==> config.mk <==
export PLATFORM = sky130hd
export DESIGN_NAME = animation_phase_easing_timer
export DESIGN_NICKNAME = d
export VERILOG_FILES = /design/src/rtl/core/apet_pkg.sv /design/src/rtl/core/apet_ctrl.sv /design/src/rtl/core/apet_dp.sv /design/src/rtl/core/animation_phase_easing_timer.sv
export SDC_FILE = /design/constraint.sdc
export NUM_CORES = 1
export LEC_CHECK = 0
export BUFFER_PORTS_ARGS = -buffer_cell sky130_fd_sc_hd__buf_2
export CAP_MARGIN = 30
export CORE_ASPECT_RATIO = 0.8
export CORE_UTILIZATION = 45
export DETAILED_ROUTE_END_ITERATION = 12
export SLEW_MARGIN = 20
export SYNTH_ARGS = -nofsm -noshare
export SYNTH_HDL_FRONTEND = slang
export SYNTH_HIERARCHICAL = 1
export SYNTH_SLANG_ARGS = --single-unit
export TNS_END_PERCENT = 20
==> constraint.sdc <==
create_clock -name clk -period 12.3 [get_ports clk]
set_input_delay 1.23 -clock clk [delete_from_list [all_inputs] [get_ports clk]]
set_output_delay 1.23 -clock clk [all_outputs]
set_load 0.02 [all_outputs]
==> src/rtl/core/apet_pkg.sv <==
package apet_pkg;

	localparam int TIME_WIDTH_DEF = 32;

	localparam int CFG_IDX_W  = 3;
	localparam int CFG_DATA_W = 16;
	localparam int CYCLE_W    = 16;
	localparam int LEVEL_W    = 16;
	localparam int QUOT_W     = 17;
	localparam int BIT_IDX_W  = $clog2(QUOT_W);
	localparam int RAW_W      = 19;

	localparam logic [LEVEL_W-1:0] ONE_Q15 = 16'd32768;

	localparam logic [CFG_IDX_W-1:0] REG_LOOP_MODE      = 3'd0;
	localparam logic [CFG_IDX_W-1:0] REG_EASE_MODE      = 3'd1;
	localparam logic [CFG_IDX_W-1:0] REG_CYCLE_LENGTH   = 3'd2;
	localparam logic [CFG_IDX_W-1:0] REG_REVERSE_OUTPUT = 3'd3;
	localparam logic [CFG_IDX_W-1:0] REG_PAUSED         = 3'd4;

	localparam logic [1:0] LOOP_CONST   = 2'd0;
	localparam logic [1:0] LOOP_ONESHOT = 2'd1;
	localparam logic [1:0] LOOP_REPEAT  = 2'd2;
	localparam logic [1:0] LOOP_MIRROR  = 2'd3;

	localparam logic [1:0] EASE_LINEAR = 2'd0;
	localparam logic [1:0] EASE_STEP   = 2'd1;
	localparam logic [1:0] EASE_ZERO   = 2'd2;
	localparam logic [1:0] EASE_ONE    = 2'd3;

	localparam logic CMD_TICK    = 1'b0;
	localparam logic CMD_RESTART = 1'b1;

	localparam logic [1:0]         LOOP_MODE_RST    = LOOP_ONESHOT;
	localparam logic [1:0]         EASE_MODE_RST    = EASE_LINEAR;
	localparam logic [CYCLE_W-1:0] CYCLE_LENGTH_RST = 16'd1000;

	typedef enum logic [2:0] {
		ST_IDLE,
		ST_CALC,
		ST_PREP,
		ST_DIV,
		ST_FIN
	} state_t;

	typedef struct packed {
		logic                 load_in;
		logic                 calc;
		logic                 prep;
		logic                 div_step;
		logic [BIT_IDX_W-1:0] div_bit;
		logic                 commit;
	} ctl_cmd_t;

	typedef struct packed {
		logic skip;
		logic out_free;
	} ctl_sts_t;

endpackage

==> src/rtl/core/apet_ctrl.sv <==
module apet_ctrl (
	input  logic                clk,
	input  logic                arst_n,
	input  logic                in_valid,
	output logic                in_ready,
	input  apet_pkg::ctl_sts_t  sts,
	output apet_pkg::ctl_cmd_t  cmd
);

	apet_pkg::state_t state_q;
	apet_pkg::state_t state_nx;
	logic [apet_pkg::BIT_IDX_W-1:0] cnt_q;

	always_ff @(posedge clk or negedge arst_n) begin
		if (!arst_n) begin
			state_q <= apet_pkg::ST_IDLE;
			cnt_q   <= '0;
		end else begin
			state_q <= state_nx;
			if (state_q == apet_pkg::ST_PREP) begin
				cnt_q <= apet_pkg::BIT_IDX_W'(apet_pkg::QUOT_W - 1);
			end else if (state_q == apet_pkg::ST_DIV) begin
				cnt_q <= cnt_q - 1'b1;
			end
		end
	end

	always_comb begin
		state_nx = state_q;
		unique case (state_q)
			apet_pkg::ST_IDLE: begin
				if (in_valid) begin
					state_nx = sts.skip ? apet_pkg::ST_FIN : apet_pkg::ST_CALC;
				end
			end
			apet_pkg::ST_CALC: state_nx = apet_pkg::ST_PREP;
			apet_pkg::ST_PREP: state_nx = apet_pkg::ST_DIV;
			apet_pkg::ST_DIV: begin
				if (cnt_q == '0) begin
					state_nx = apet_pkg::ST_FIN;
				end
			end
			apet_pkg::ST_FIN: begin
				if (sts.out_free) begin
					state_nx = apet_pkg::ST_IDLE;
				end
			end
			default: state_nx = apet_pkg::ST_IDLE;
		endcase
	end

	always_comb begin
		in_ready     = 1'b0;
		cmd          = '0;
		cmd.div_bit  = cnt_q;
		unique case (state_q)
			apet_pkg::ST_IDLE: begin
				in_ready    = 1'b1;
				cmd.load_in = in_valid;
			end
			apet_pkg::ST_CALC: cmd.calc = 1'b1;
			apet_pkg::ST_PREP: cmd.prep = 1'b1;
			apet_pkg::ST_DIV:  cmd.div_step = 1'b1;
			apet_pkg::ST_FIN:  cmd.commit = sts.out_free;
			default: ;
		endcase
	end

endmodule

==> src/rtl/core/apet_dp.sv <==
module apet_dp #(
	parameter int TIME_WIDTH = apet_pkg::TIME_WIDTH_DEF
) (
	input  logic                              clk,
	input  logic                              arst_n,
	input  apet_pkg::ctl_cmd_t                cmd,
	output apet_pkg::ctl_sts_t                sts,
	input  logic                              command,
	input  logic [15:0]                       time_delta,
	input  logic [15:0]                       rate_scale,
	input  logic [1:0]                        loop_mode,
	input  logic [1:0]                        ease_mode,
	input  logic [apet_pkg::CYCLE_W-1:0]      cycle_length,
	input  logic                              reverse_output,
	input  logic                              paused,
	output logic                              out_valid,
	input  logic                              out_ready,
	output logic [apet_pkg::LEVEL_W-1:0]      level,
	output logic [31:0]                       elapsed_out
);

	localparam int XW = (TIME_WIDTH > 33) ? TIME_WIDTH : 33;
	localparam int SW = XW + 1;
	localparam int QW = apet_pkg::QUOT_W;
	localparam int CW = apet_pkg::CYCLE_W;
	localparam int RW = apet_pkg::RAW_W;

	logic                  cmd_q;
	logic [15:0]           dt_q;
	logic [15:0]           rate_q;
	logic [TIME_WIDTH-1:0] t_q;
	logic                  ovf_q;
	logic [CW-1:0]         rem_q;
	logic [QW-1:0]         quot_q;
	logic [TIME_WIDTH-1:0] elapsed_q;
	logic [apet_pkg::LEVEL_W-1:0] held_q;
	logic                  out_valid_q;
	logic [apet_pkg::LEVEL_W-1:0] level_q;
	logic [31:0]           elapsed_out_q;

	logic [CW-1:0]         cl_eff;
	logic [31:0]           inc;
	logic [SW-1:0]         sum;
	logic [TIME_WIDTH-1:0] t_sat;
	logic [XW-1:0]         t_x;
	logic [XW-1:0]         c_x;
	logic [XW-1:0]         c2_x;
	logic [XW-1:0]         t_shift;
	logic                  gt_c;
	logic                  gt_2c;
	logic [QW-1:0]         t_low;
	logic [QW-1:0]         cand;
	logic                  ge;
	logic [QW-1:0]         quot_sat;
	logic signed [RW-1:0]  raw_base;
	logic signed [RW-1:0]  raw_loop;
	logic [XW-1:0]         t_new;
	logic [apet_pkg::LEVEL_W-1:0] held_calc;
	logic [TIME_WIDTH-1:0] elapsed_nx;
	logic [apet_pkg::LEVEL_W-1:0] held_nx;
	logic [XW-1:0]         elapsed_nx_x;

	assign cl_eff = (cycle_length == '0) ? CW'(1) : cycle_length;

	assign inc   = dt_q * rate_q;
	assign sum   = SW'(elapsed_q) + SW'(inc);
	assign t_sat = (sum > SW'({TIME_WIDTH{1'b1}})) ? {TIME_WIDTH{1'b1}} : sum[TIME_WIDTH-1:0];

	assign t_x     = XW'(t_q);
	assign c_x     = XW'({cl_eff, 15'b0});
	assign c2_x    = XW'({cl_eff, 16'b0});
	assign t_shift = t_x >> QW;
	assign gt_c    = t_x > c_x;
	assign gt_2c   = t_x > c2_x;

	assign t_low = t_q[QW-1:0];
	assign cand  = {rem_q, t_low[cmd.div_bit]};
	assign ge    = cand >= {1'b0, cl_eff};

	assign quot_sat = ovf_q ? {QW{1'b1}} : quot_q;

	always_comb begin
		case (ease_mode)
			apet_pkg::EASE_LINEAR: raw_base = RW'($signed({2'b00, quot_sat}));
			apet_pkg::EASE_STEP:   raw_base = gt_c ? RW'(32768) : RW'(0);
			apet_pkg::EASE_ZERO:   raw_base = RW'(0);
			default:               raw_base = RW'(32768);
		endcase
	end

	always_comb begin
		raw_loop = raw_base;
		t_new    = t_x;
		if (gt_c) begin
			case (loop_mode)
				apet_pkg::LOOP_CONST: ;
				apet_pkg::LOOP_ONESHOT: raw_loop = RW'(32768);
				apet_pkg::LOOP_REPEAT: begin
					raw_loop = raw_base - RW'(32768);
					t_new    = t_x - c_x;
				end
				default: begin
					if (gt_2c) begin
						raw_loop = raw_base - RW'(65536);
						t_new    = t_x - c2_x;
					end else begin
						raw_loop = RW'(65536) - raw_base;
					end
				end
			endcase
		end
	end

	always_comb begin
		if (raw_loop < 0) begin
			held_calc = '0;
		end else if (raw_loop > RW'(32768)) begin
			held_calc = apet_pkg::ONE_Q15;
		end else begin
			held_calc = raw_loop[apet_pkg::LEVEL_W-1:0];
		end
	end

	always_comb begin
		if (cmd_q == apet_pkg::CMD_RESTART) begin
			elapsed_nx = '0;
			held_nx    = held_q;
		end else if (paused) begin
			elapsed_nx = elapsed_q;
			held_nx    = held_q;
		end else begin
			elapsed_nx = t_new[TIME_WIDTH-1:0];
			held_nx    = held_calc;
		end
	end

	assign elapsed_nx_x = XW'(elapsed_nx);

	always_ff @(posedge clk or negedge arst_n) begin
		if (!arst_n) begin
			elapsed_q   <= '0;
			held_q      <= '0;
			out_valid_q <= 1'b0;
		end else begin
			if (cmd.commit) begin
				elapsed_q   <= elapsed_nx;
				held_q      <= held_nx;
				out_valid_q <= 1'b1;
			end else if (out_ready) begin
				out_valid_q <= 1'b0;
			end
		end
	end

	always_ff @(posedge clk) begin
		if (cmd.load_in) begin
			cmd_q  <= command;
			dt_q   <= time_delta;
			rate_q <= rate_scale;
		end
		if (cmd.calc) begin
			t_q <= t_sat;
		end
		if (cmd.prep) begin
			ovf_q  <= t_x >= XW'({cl_eff, 17'b0});
			rem_q  <= t_shift[CW-1:0];
			quot_q <= '0;
		end
		if (cmd.div_step) begin
			rem_q  <= ge ? CW'(cand - {1'b0, cl_eff}) : cand[CW-1:0];
			quot_q <= {quot_q[QW-2:0], ge};
		end
		if (cmd.commit) begin
			level_q       <= reverse_output ? apet_pkg::ONE_Q15 - held_nx : held_nx;
			elapsed_out_q <= elapsed_nx_x[31:0];
		end
	end

	assign sts.skip     = (command == apet_pkg::CMD_RESTART) || paused;
	assign sts.out_free = !out_valid_q || out_ready;

	assign out_valid   = out_valid_q;
	assign level       = level_q;
	assign elapsed_out = elapsed_out_q;

endmodule

==> src/rtl/core/animation_phase_easing_timer.sv <==
// Animation envelope timer. A tick transfer adds time_delta times rate_scale (Q1.15) to a
// saturating Q17.15 elapsed-time accumulator and returns the eased, looped and optionally
// reversed level in Q1.15 together with the new accumulator; a restart transfer clears the
// accumulator and returns the previous level. Every input transfer yields exactly one
// result. A tick passes through the multiply-add, a divider set-up step, the bit-serial
// divider of elapsed time by the cycle length and a finishing step before its result is
// valid; a restart or a paused tick goes straight to the finishing step. The next
// input is taken once the previous item has been handed to the output register, which
// holds one result until out_ready takes it. Configuration writes take effect at once and
// belong only in idle periods.
module animation_phase_easing_timer #(
	parameter int TIME_WIDTH = apet_pkg::TIME_WIDTH_DEF
) (
	input  logic                                clk,
	input  logic                                arst_n,
	input  logic                                cfg_we,
	input  logic [apet_pkg::CFG_IDX_W-1:0]      cfg_index,
	input  logic [apet_pkg::CFG_DATA_W-1:0]     cfg_data,
	input  logic                                in_valid,
	output logic                                in_ready,
	input  logic                                command,
	input  logic [15:0]                         time_delta,
	input  logic [15:0]                         rate_scale,
	output logic                                out_valid,
	input  logic                                out_ready,
	output logic [apet_pkg::LEVEL_W-1:0]        level,
	output logic [31:0]                         elapsed_out
);

	logic [1:0]                   loop_mode_q;
	logic [1:0]                   ease_mode_q;
	logic [apet_pkg::CYCLE_W-1:0] cycle_length_q;
	logic                         reverse_output_q;
	logic                         paused_q;

	apet_pkg::ctl_cmd_t ctl_cmd;
	apet_pkg::ctl_sts_t ctl_sts;

	always_ff @(posedge clk or negedge arst_n) begin
		if (!arst_n) begin
			loop_mode_q      <= apet_pkg::LOOP_MODE_RST;
			ease_mode_q      <= apet_pkg::EASE_MODE_RST;
			cycle_length_q   <= apet_pkg::CYCLE_LENGTH_RST;
			reverse_output_q <= 1'b0;
			paused_q         <= 1'b0;
		end else if (cfg_we) begin
			unique case (cfg_index)
				apet_pkg::REG_LOOP_MODE:      loop_mode_q      <= cfg_data[1:0];
				apet_pkg::REG_EASE_MODE:      ease_mode_q      <= cfg_data[1:0];
				apet_pkg::REG_CYCLE_LENGTH:   cycle_length_q   <= cfg_data[apet_pkg::CYCLE_W-1:0];
				apet_pkg::REG_REVERSE_OUTPUT: reverse_output_q <= cfg_data[0];
				apet_pkg::REG_PAUSED:         paused_q         <= cfg_data[0];
				default: ;
			endcase
		end
	end

	apet_ctrl u_ctrl (
		.clk      (clk),
		.arst_n   (arst_n),
		.in_valid (in_valid),
		.in_ready (in_ready),
		.sts      (ctl_sts),
		.cmd      (ctl_cmd)
	);

	apet_dp #(
		.TIME_WIDTH (TIME_WIDTH)
	) u_dp (
		.clk            (clk),
		.arst_n         (arst_n),
		.cmd            (ctl_cmd),
		.sts            (ctl_sts),
		.command        (command),
		.time_delta     (time_delta),
		.rate_scale     (rate_scale),
		.loop_mode      (loop_mode_q),
		.ease_mode      (ease_mode_q),
		.cycle_length   (cycle_length_q),
		.reverse_output (reverse_output_q),
		.paused         (paused_q),
		.out_valid      (out_valid),
		.out_ready      (out_ready),
		.level          (level),
		.elapsed_out    (elapsed_out)
	);

endmodule

# ---- Word-level counts from Yosys, hierarchy flattened
# Cells that the tools add are included.
dict set report totals {
  reg_bits 226
  in_bits 57
  output_inout_bits 50
  elab_cells 110
}
dict set report classes {
  add_sub_neg 9
  multipliers 1
  magnitude_cmp 8
  eq_ne 15
  mux 39
  reduce_logical 19
}
# cell n
set op_table {}
lappend op_table {{2-to-1 mux 16 bit} 10}
lappend op_table {{2-to-1 mux 32 bit} 4}
lappend op_table {{one-hot mux 19 bit (3 select lines)} 2}
lappend op_table {{one-hot mux 32 bit (2 select lines)} 1}
lappend op_table {{2-to-1 mux 17 bit} 3}
lappend op_table {{2-to-1 mux 19 bit} 2}
lappend op_table {{greater-than comparator 34 x 32 -> 1 bit (second input constant)} 1}
lappend op_table {{adder 32 x 32 -> 33 bit} 1}
lappend op_table {{greater-or-equal comparator 32 x 33 -> 1 bit} 1}
lappend op_table {{greater-than comparator 32 x 31 -> 1 bit} 1}
lappend op_table {{greater-than comparator 32 bit} 1}
lappend op_table {{multiplier 16 x 16 -> 32 bit} 1}
lappend op_table {{subtractor 32 x 31 -> 32 bit} 1}
lappend op_table {{subtractor 32 bit} 1}
lappend op_table {{greater-than comparator 19 x 17 -> 1 bit (second input constant)} 1}
lappend op_table {{< comparator 19 x 1 -> 1 bit (second input constant)} 1}
lappend op_table {{subtractor 18 x 19 -> 19 bit (first input constant)} 1}
lappend op_table {{subtractor 19 x 17 -> 19 bit (second input constant)} 1}
lappend op_table {{subtractor 19 x 18 -> 19 bit (second input constant)} 1}
lappend op_table {{greater-or-equal comparator 17 x 16 -> 1 bit} 1}
lappend op_table {{logical NOT 16 bit} 1}
lappend op_table {{subtractor 16 bit} 1}
lappend op_table {{subtractor 16 bit (first input constant)} 1}
lappend op_table {{one-hot mux 3 bit (5 select lines)} 1}
lappend op_table {{other kinds (22)} 51}

# ---- Depth between registers and ports, before layout
# Gate-level depths: netlist of the first run.
dict set report depth {
  word_depth 16
  ltp_mapped 28
}

# ---- Cells and area by module
# The synthesis of the first run kept the hierarchy.
# mod n_inst cells_each area_per_inst_um2
set by_module_without_submodules {}
lappend by_module_without_submodules {apet_dp 1 2323 21602.0}
lappend by_module_without_submodules {animation_phase_easing_timer 1 51 928.4}
lappend by_module_without_submodules {apet_ctrl 1 52 474.2}

# ---- Worst setup path after synthesis of the first run
# Ideal clock, no wire load.
dict set report synth_path {
  kind {register to register}
  start {register u_dp.rate_q[4]}
  end {register u_dp.t_q[10], data pin}
  setup_time_ps 268
  arrival_time_ps 6772
  setup_slack_ps 5260
  stages_incl_launch_ff 27
  n_path_buf 3
  cell_sequence {edfxtp_1 > clkbuf_1 > nand2_1 > fa_1 > inv_1 > fa_1 > inv_1 > fa_1 > inv_1 > fa_1 > inv_1 > fa_1 > inv_1 > fa_1 > ha_1 > or3_1 > o22a_1 > o21ai_0 > o41ai_1 > o41a_1 > a31o_2 > nand2_1 > a31oi_1 > xnor2_1 > clkbuf_1 > clkbuf_1 > nand2_1}
}
dict set report synth_between {
  elab_chain_len 3
}
# element line_no
set synth_lines {}
lappend synth_lines {{start: declaration} apet_dp.sv:30} ;# logic [15:0] rate_q;
lappend synth_lines {{start signal: assignment} apet_dp.sv:159} ;# rate_q <= rate_scale;
lappend synth_lines {{multiplier 16 x 16 -> 32 bit (*)} apet_dp.sv:65} ;# assign inc = dt_q * rate_q;
lappend synth_lines {{adder 32 x 32 -> 33 bit (*)} apet_dp.sv:66} ;# assign sum = SW'(elapsed_q) + SW'(inc);
lappend synth_lines {{greater-than comparator 34 x 32 -> 1 bit} apet_dp.sv:67} ;# assign t_sat = (sum > SW'({TIME_WIDTH{1'b1}})) ? {TIME_WIDTH{1'b1}} : sum[TIME_WIDTH-1:0];
lappend synth_lines {{end signal: assignment} apet_dp.sv:162} ;# t_q <= t_sat;
lappend synth_lines {{end: declaration} apet_dp.sv:31} ;# logic [TIME_WIDTH-1:0] t_q;
# Every way passes the cells marked *; elsewhere a longest branch is shown, timed or not.
# A chain may end at the register's enable or synchronous reset.

# ---- Worst setup path after layout of the first run
dict set report layout_path {
  start {register u_dp.rate_q[7]}
  end {register u_dp.t_q[31], data pin}
}
# The elaborated chain is that of the path after synthesis.

==> results of run 1 <==
==> flip-flops by register name, indices dropped and copies added (netlist names), 2 cells and up <==
register	flops
u_dp/t_q	32
u_dp/quot_q	17
u_dp/rate_q	16
u_dp/elapsed_out	32
u_dp/dt_q	16
ease_mode_q	2
u_ctrl/state_q	3
loop_mode_q	2
cycle_length_q	16
u_ctrl/cnt_q	5
u_dp/level	16
u_dp/held_q	16
u_dp/elapsed_q	32
u_dp/rem_q	16
==> layer usage <==
metal | wire (µm) | vias up
met2 | 26200 | 606
met3 | 4240 | 65
met5 | 0 | -
met1 | 28900 | 8931
li1 | - | 8312
met4 | 1320 | 0
==> where the power goes <==
part	switching, mW	internal [mW]
Sequential	0.275	1.22
Clock	0.339	0.477
Combinational	2.54	1.78
Total	3.16	3.48
==> critical path: stages, from the launching register on <==
cell	delay (ps)
edfxtp_1	750
nand2_1	170
fa_1	570
inv_1	50
fa_1	490
inv_1	50
fa_1	550
inv_1	60
fa_1	540
inv_1	60
fa_1	530
inv_1	50
fa_1	410
ha_1	340
a21oi_1	220
nor2_1	70
a211oi_1	290
nor2_1	90
a21oi_1	130
o41ai_1	130
o41a_1	350
a31o_2	270
nand2_1	90
a31oi_1	120
xnor2_2	170
buf_4	330
o2111ai_1	190
==> placed cells by master (no fill, tap or decap), drive strengths merged, types with 21 or more instances in the layout <==
cell and count:
a21o 27, a21oi 127, and2 105, buf 120
clkbuf 35, dfrtp 72, edfxtp 147, fa 229
ha 173, inv 348, mux2 39, mux2i 37
nand2 316, nand3 21, nand4 26, nor2 139
nor3 44, o21a 24, o21ai 112, xnor2 38
xor2 30
==> worst max-delay path by stage <==
stage,from,endpoint,slack (ps)
final,u_dp/rate_q[7]$_DFFE_PP_,u_dp/t_q[31]$_SDFFCE_PN1P_,4910
after global routing,u_dp/rate_q[7]$_DFFE_PP_,u_dp/t_q[31]$_SDFFCE_PN1P_,4410
after CTS,u_dp/rate_q[8]$_DFFE_PP_,u_dp/t_q[31]$_SDFFCE_PN1P_,4880
after detailed placement,u_dp/rate_q[8]$_DFFE_PP_,u_dp/t_q[31]$_SDFFCE_PN1P_,4900
after global placement,u_dp/dt_q[9]$_DFFE_PP_,u_dp/t_q[31]$_SDFFCE_PN1P_,5130
after floorplan,u_dp/rate_q[4]$_DFFE_PP_,u_dp/t_q[10]$_SDFFCE_PN1P_,5260
==> metrics by stage <==
step	std cells	worst slack (ps)	hold WS [ps]	utilization
floorplan	2426	5260	466	-
global placement	3125	5130	478	0.481
detailed placement	3125	4900	486	0.481
CTS	3174	4880	500	0.499
global route	3175	4410	522	0.499
finish	3175	4910	499	0.499
==> cell families after synthesis <==
family / share of synthesized area
buffers and inverters: 0.0738
AOI/OAI and AO/OA: 0.127
muxes: 0.0417
and+or+nand+nor: 0.160
DFF: 0.278
xor gates and xnor gates: 0.0259
adders and majority gates: 0.293
==> layout make-up <==
| type | count | area share |
|---|---|---|
| well taps | 675 | 0.0338 |
| clock buffers | 35 | 0.0286 |
| repair buffers | 120 | 0.0257 |
| multi-input cells | 1760 | 0.597 |
| inverters | 345 | 0.0518 |
| flip-flops and latches | 226 | 0.256 |
| clock inverters | 14 | 0.00701 |
==> flow_summary.ini, run 1 <==
[min_path]
hold_end = u_dp/held_q[8]$_DFFE_PN0P_
hold_path_depth = 1
hp-class = flop to flop
min-delay-start = u_dp/held_q[8]$_DFFE_PN0P_

[clocking]
postCtsSetupRepairBufs = 0
cts_buffers = 27
clock_latency_ps = 580
cts.sinks = 226
clk_pin_slew_ps = 60
ctsHoldBuffers = 0
cts_resized = 0
h-tree-depth = 1
cts_root_buffer = clkbuf_16
clk_path_buf_depth = 3
cts_tree = yes

[synthesis]
yosys_register_bits = 226
synth-edff-count = 147
ys_seq_area_frac = 0.278
synth.cell_area_um2 = 23000
ys_warn_count = 6
async_flop_share = 0.350
ys.flop_type = edfxtp_1
synth_cells = 2426
ys_types = 99
netlist.area_leader.share = 0.199
yosysMostFrequentCell = inv_1
synthTopCellsByCount = inv_1, nand2_1, fa_1, ha_1, edfxtp_1
yosys-top-cells-area = fa_1, edfxtp_1, ha_1, dfrtp_1, inv_1
syn_avg_cell_area_um2 = 9.48
synthesis.nets = 2885
synth_area_leader_cell = fa_1

[worst_setup_path]
path_class = flop to flop
rr_worst_depth = 26
path_max_fanout = 32
cp-end-kind = flop
cp-start-kind = flop
reg2reg_slack_ps = 4910
r2r-end = u_dp/t_q[31]$_SDFFCE_PN1P_
r2r_start = u_dp/rate_q[7]$_DFFE_PP_
cp.required_ps = 12580
critPathArrivalTime_ps = 7670

[global_routing]
gr-usage-met3 = 0.0401
grt_util_met2 = 0.348
grt-ovfl-total = 0
grt_most_used_layer = met1
grt_max_degree = 61
grt_pass1_vias = 17500
grt_pass1_wl_um = 96900
met1_usage = 0.366
track_usage = 0.238
antenna_found_initial = 1

[layout]
final_area_um2 = 25000
fillers = 4720
area_growth_pct = 8.67
multiInputGateArea_um2 = 14900
layout.nets = 2939
diodes = 0
area.sequential_um2 = 6400
drive_gt1_frac = 0.102

[sta]
setup_tns_ps = 0
skew_ps = 31.7
timing.fmax_mhz = 135
timing.final.crit_period_ps = 7390
relSlewSlack = 0.309
hold_viol_final = 0
rsz0062_at_grt = false
finalSetupViolCount = 0
finalMaxSlewViolations = 0
tightest_slew_ps = 1030
finalCritPeriodShare = 0.601

[die]
rows = 73
die_w_um = 255
die_h_um = 204
design.die.area_um2 = 52000
core_area_um2 = 50100
io_pins = 107
start_util = 0.460

[pwr]
total_power_mw = 6.64
ir_drop_v = 0.000180
p_leak_nw = 11.3
powerDensity_nw_per_um2 = 266

[detailed_routing]
vias_per_cell = 5.64
firstDrtPassIters = 6
wl_per_cell_um = 19.1
drc = 0
num_vias = 17900
drt-total-wl_um = 60700
drtIter0Drc = 1498
ant_nets = 0

[flow_run]
cap_violations = 0

[placement]
portBuffers = 106
globalplace.congestion = 0.953
dpl.hpwl_um = 48100
placed_area_um2 = 24100

[run_status]
status = complete, no violations
(Power assumes the default switching activity.)
==> run 2: changes to the inputs <==
==> constraint.sdc (replaced) <==
create_clock -name clk -period 7.1 [get_ports clk]
set_input_delay 0.71 -clock clk [delete_from_list [all_inputs] [get_ports clk]]
set_output_delay 0.71 -clock clk [all_outputs]
set_load 0.02 [all_outputs]
==> run 2 against run 1 <==
  * Worst hold slack worse by 470 ps
  * Final cell count up 2.2%
  * Count of clock-buffer cells in the layout down 3
  * Maximum frequency up 6.9%
  * First-iteration DRC count down 6.1%
  * Die area unchanged
  * Combinational power up 76%
  * Sequential cell count unchanged
  * Clock skew down 21 ps
==> flow_summary.ini, run 2 (same netlist as run 1, synthesis figures left out) <==
[pwr]
power.share.clock = 0.124
swShare = 0.473
ir_drop_v = 0.000338
p_seq_frac = 0.220
p_sw_mw = 5.50
p_leak_nw = 11.6
powerDensity_nw_per_um2 = 454
p_comb_frac = 0.656
internal-power_mw = 6.13

[sta]
finalCritPeriodShare = 0.974
relSlewSlack = 0.343
timing.fmax_mhz = 145
finalMaxSlewViolations = 0
skew_ps = 11.1
hold_viol_final = 0
finalSetupViolCount = 0
rsz0062_at_grt = true
tightest_slew_ps = 985
timing.final.crit_period_ps = 6910

[layout]
fin_util = 0.512
layout_common_cells = inv_1, nand2_1, fa_1
final_cells = 3244
area_growth_pct = 11.4
area.sequential_um2 = 6400
layout.nets = 3006
multiInputGateArea_um2 = 15000
fillers = 4662
final_common_cell = inv_1
drive_gt1_frac = 0.129

[die]
start_util = 0.460
core_area_um2 = 50100
io_pins = 107
die_h_um = 204
die_w_um = 255
design.die.area_um2 = 52000
rows = 73

[worst_setup_path]
r2r-end = u_dp/t_q[31]$_SDFFCE_PN1P_
r2r_start = u_dp/dt_q[7]$_DFFE_PP_
cpMaxStageDelayCell = o41ai_1
path_class = flop to flop
path_cells = buf_4, nand2_1, fa_1, inv_1, fa_1, fa_1, fa_1, inv_1, fa_1, inv_1, fa_1, ha_1, o21a_1, o22a_1, o21ai_1, o41ai_1, o41a_1, a31o_2, nand2_1, a31oi_1, xnor2_2, buf_12, o2111ai_1
path_max_fanout = 32
path_common_cell = fa_1
rr_worst_depth = 23
reg2reg_slack_ps = 190
cp-start-kind = flop
crit_path_max_incr_delay_ps = 630
cp-end-kind = flop
critPathArrivalTime_ps = 7220
cp.required_ps = 7400

[clocking]
cts_buffers = 27
cts_root_buffer = clkbuf_16
cts_tree = yes
clk_path_buf_depth = 3
ctsHoldBuffers = 0
cts.sinks = 226
h-tree-depth = 1
clk_pin_slew_ps = 60
clock_latency_ps = 580

[global_routing]
grt_max_degree = 66
grt-ovfl-total = 0
grt_pass1_wl_um = 98500
grt_pass1_vias = 17700
track_usage = 0.241
antenna_found_initial = 1

[detailed_routing]
drtIter0Drc = 1406
firstDrtPassIters = 5
drc = 0
ant_nets = 0
num_vias = 18000
wl_per_cell_um = 18.9
vias_per_cell = 5.56
drt-total-wl_um = 61300

[placement]
portBuffers = 106
post-place-cells = 3162
globalplace.congestion = 0.930
dpl.hpwl_um = 48800

[flow_run]
cap_violations = 0

[min_path]
hp-class = primary input to async pin

[run_status]
status = complete, no violations
[run 2: cell count changes in the layout (fill, tap and decap cells not counted), sizes merged]
cell | previous run | this run
bufinv | 3 | 2
clkbuf | 35 | 33
inv | 348 | 347
clkinvlp | 1 | 0
diode | 0 | 1
clkinv | 7 | 14
buf | 120 | 186
[run 2: power groups by stage]
stage / clock network, mW / registers (mW) / logic, mW
finish: 1.44 / 2.56 / 7.62
global placement: 0 / 2.57 / 7.33
CTS: 1.47 / 2.56 / 7.52
detailed placement: 0 / 2.58 / 7.45
floorplan: 0 / 2.36 / 5.81
global route: 1.53 / 2.61 / 8.56
[run 2: worst max path at each step]
stage | slack [ps] | end | start | cells after the start
after detailed placement | -60 | u_dp/t_q[31]$_SDFFCE_PN1P_ | u_dp/dt_q[6]$_DFFE_PP_ | 26
after global routing | -40 | u_dp/t_q[31]$_SDFFCE_PN1P_ | u_dp/dt_q[7]$_DFFE_PP_ | 23
after floorplan | 60 | u_dp/t_q[10]$_SDFFCE_PN1P_ | u_dp/rate_q[4]$_DFFE_PP_ | 26
after CTS | 10 | u_dp/t_q[31]$_SDFFCE_PN1P_ | u_dp/rate_q[3]$_DFFE_PP_ | 23
final | 190 | u_dp/t_q[31]$_SDFFCE_PN1P_ | u_dp/dt_q[7]$_DFFE_PP_ | 23
after global placement | 100 | u_dp/t_q[29]$_SDFFCE_PN1P_ | u_dp/dt_q[6]$_DFFE_PP_ | 25
[run 2: critical path, delay by kind of cell, from the launching register on]
| family | cells | cell delay (ps) |
|---|---|---|
| fa+ha+maj | 7 | 3370 |
| compound gates | 8 | 1790 |
| xor+xnor | 1 | 170 |
| simple gates | 2 | 160 |
| flops | 1 | 540 |
| buf+inv | 5 | 590 |
[run 2: timing repair]
action,in CTS,in global routing
hold endpoints to repair,0,0
gates resized for setup,0,6
buffers inserted,6,24
pin swaps,0,0
setup endpoints to repair,32,32
[run 2: stage by stage]
step           area [µm²]  power [mW]  hold slack [ps]  setup TNS, ps  setup slack [ps]
4_1_cts             25400        11.6             30.4              0              13.7
3_5_place_dp        24400        10.0              481           -211             -60.9
5_1_grt             25600        12.7             48.3          -57.9             -36.0
3_3_place_gp        24400        9.91              478              0              97.6
6_report            25600        11.6             28.7              0               186
2_1_floorplan       23000        8.17              414              0              60.0
[run 2: per-layer routing]
layer  global-route usage  wire length, µm
met5                    0                0
met1                0.377            29800
met3               0.0311             3820
met4               0.0460             1180
met2                0.354            26500
[run 2: final cells by class]
| cell class | count | area share |
|---|---|---|
| clock buffers | 32 | 0.0300 |
| diodes | 1 | 0.0000976 |
| clock inverters | 18 | 0.00634 |
| repair buffers | 187 | 0.0471 |
| flip-flops and latches | 226 | 0.250 |
| multi-input cells | 1760 | 0.583 |
| inverters | 345 | 0.0505 |
| well taps | 675 | 0.0329 |
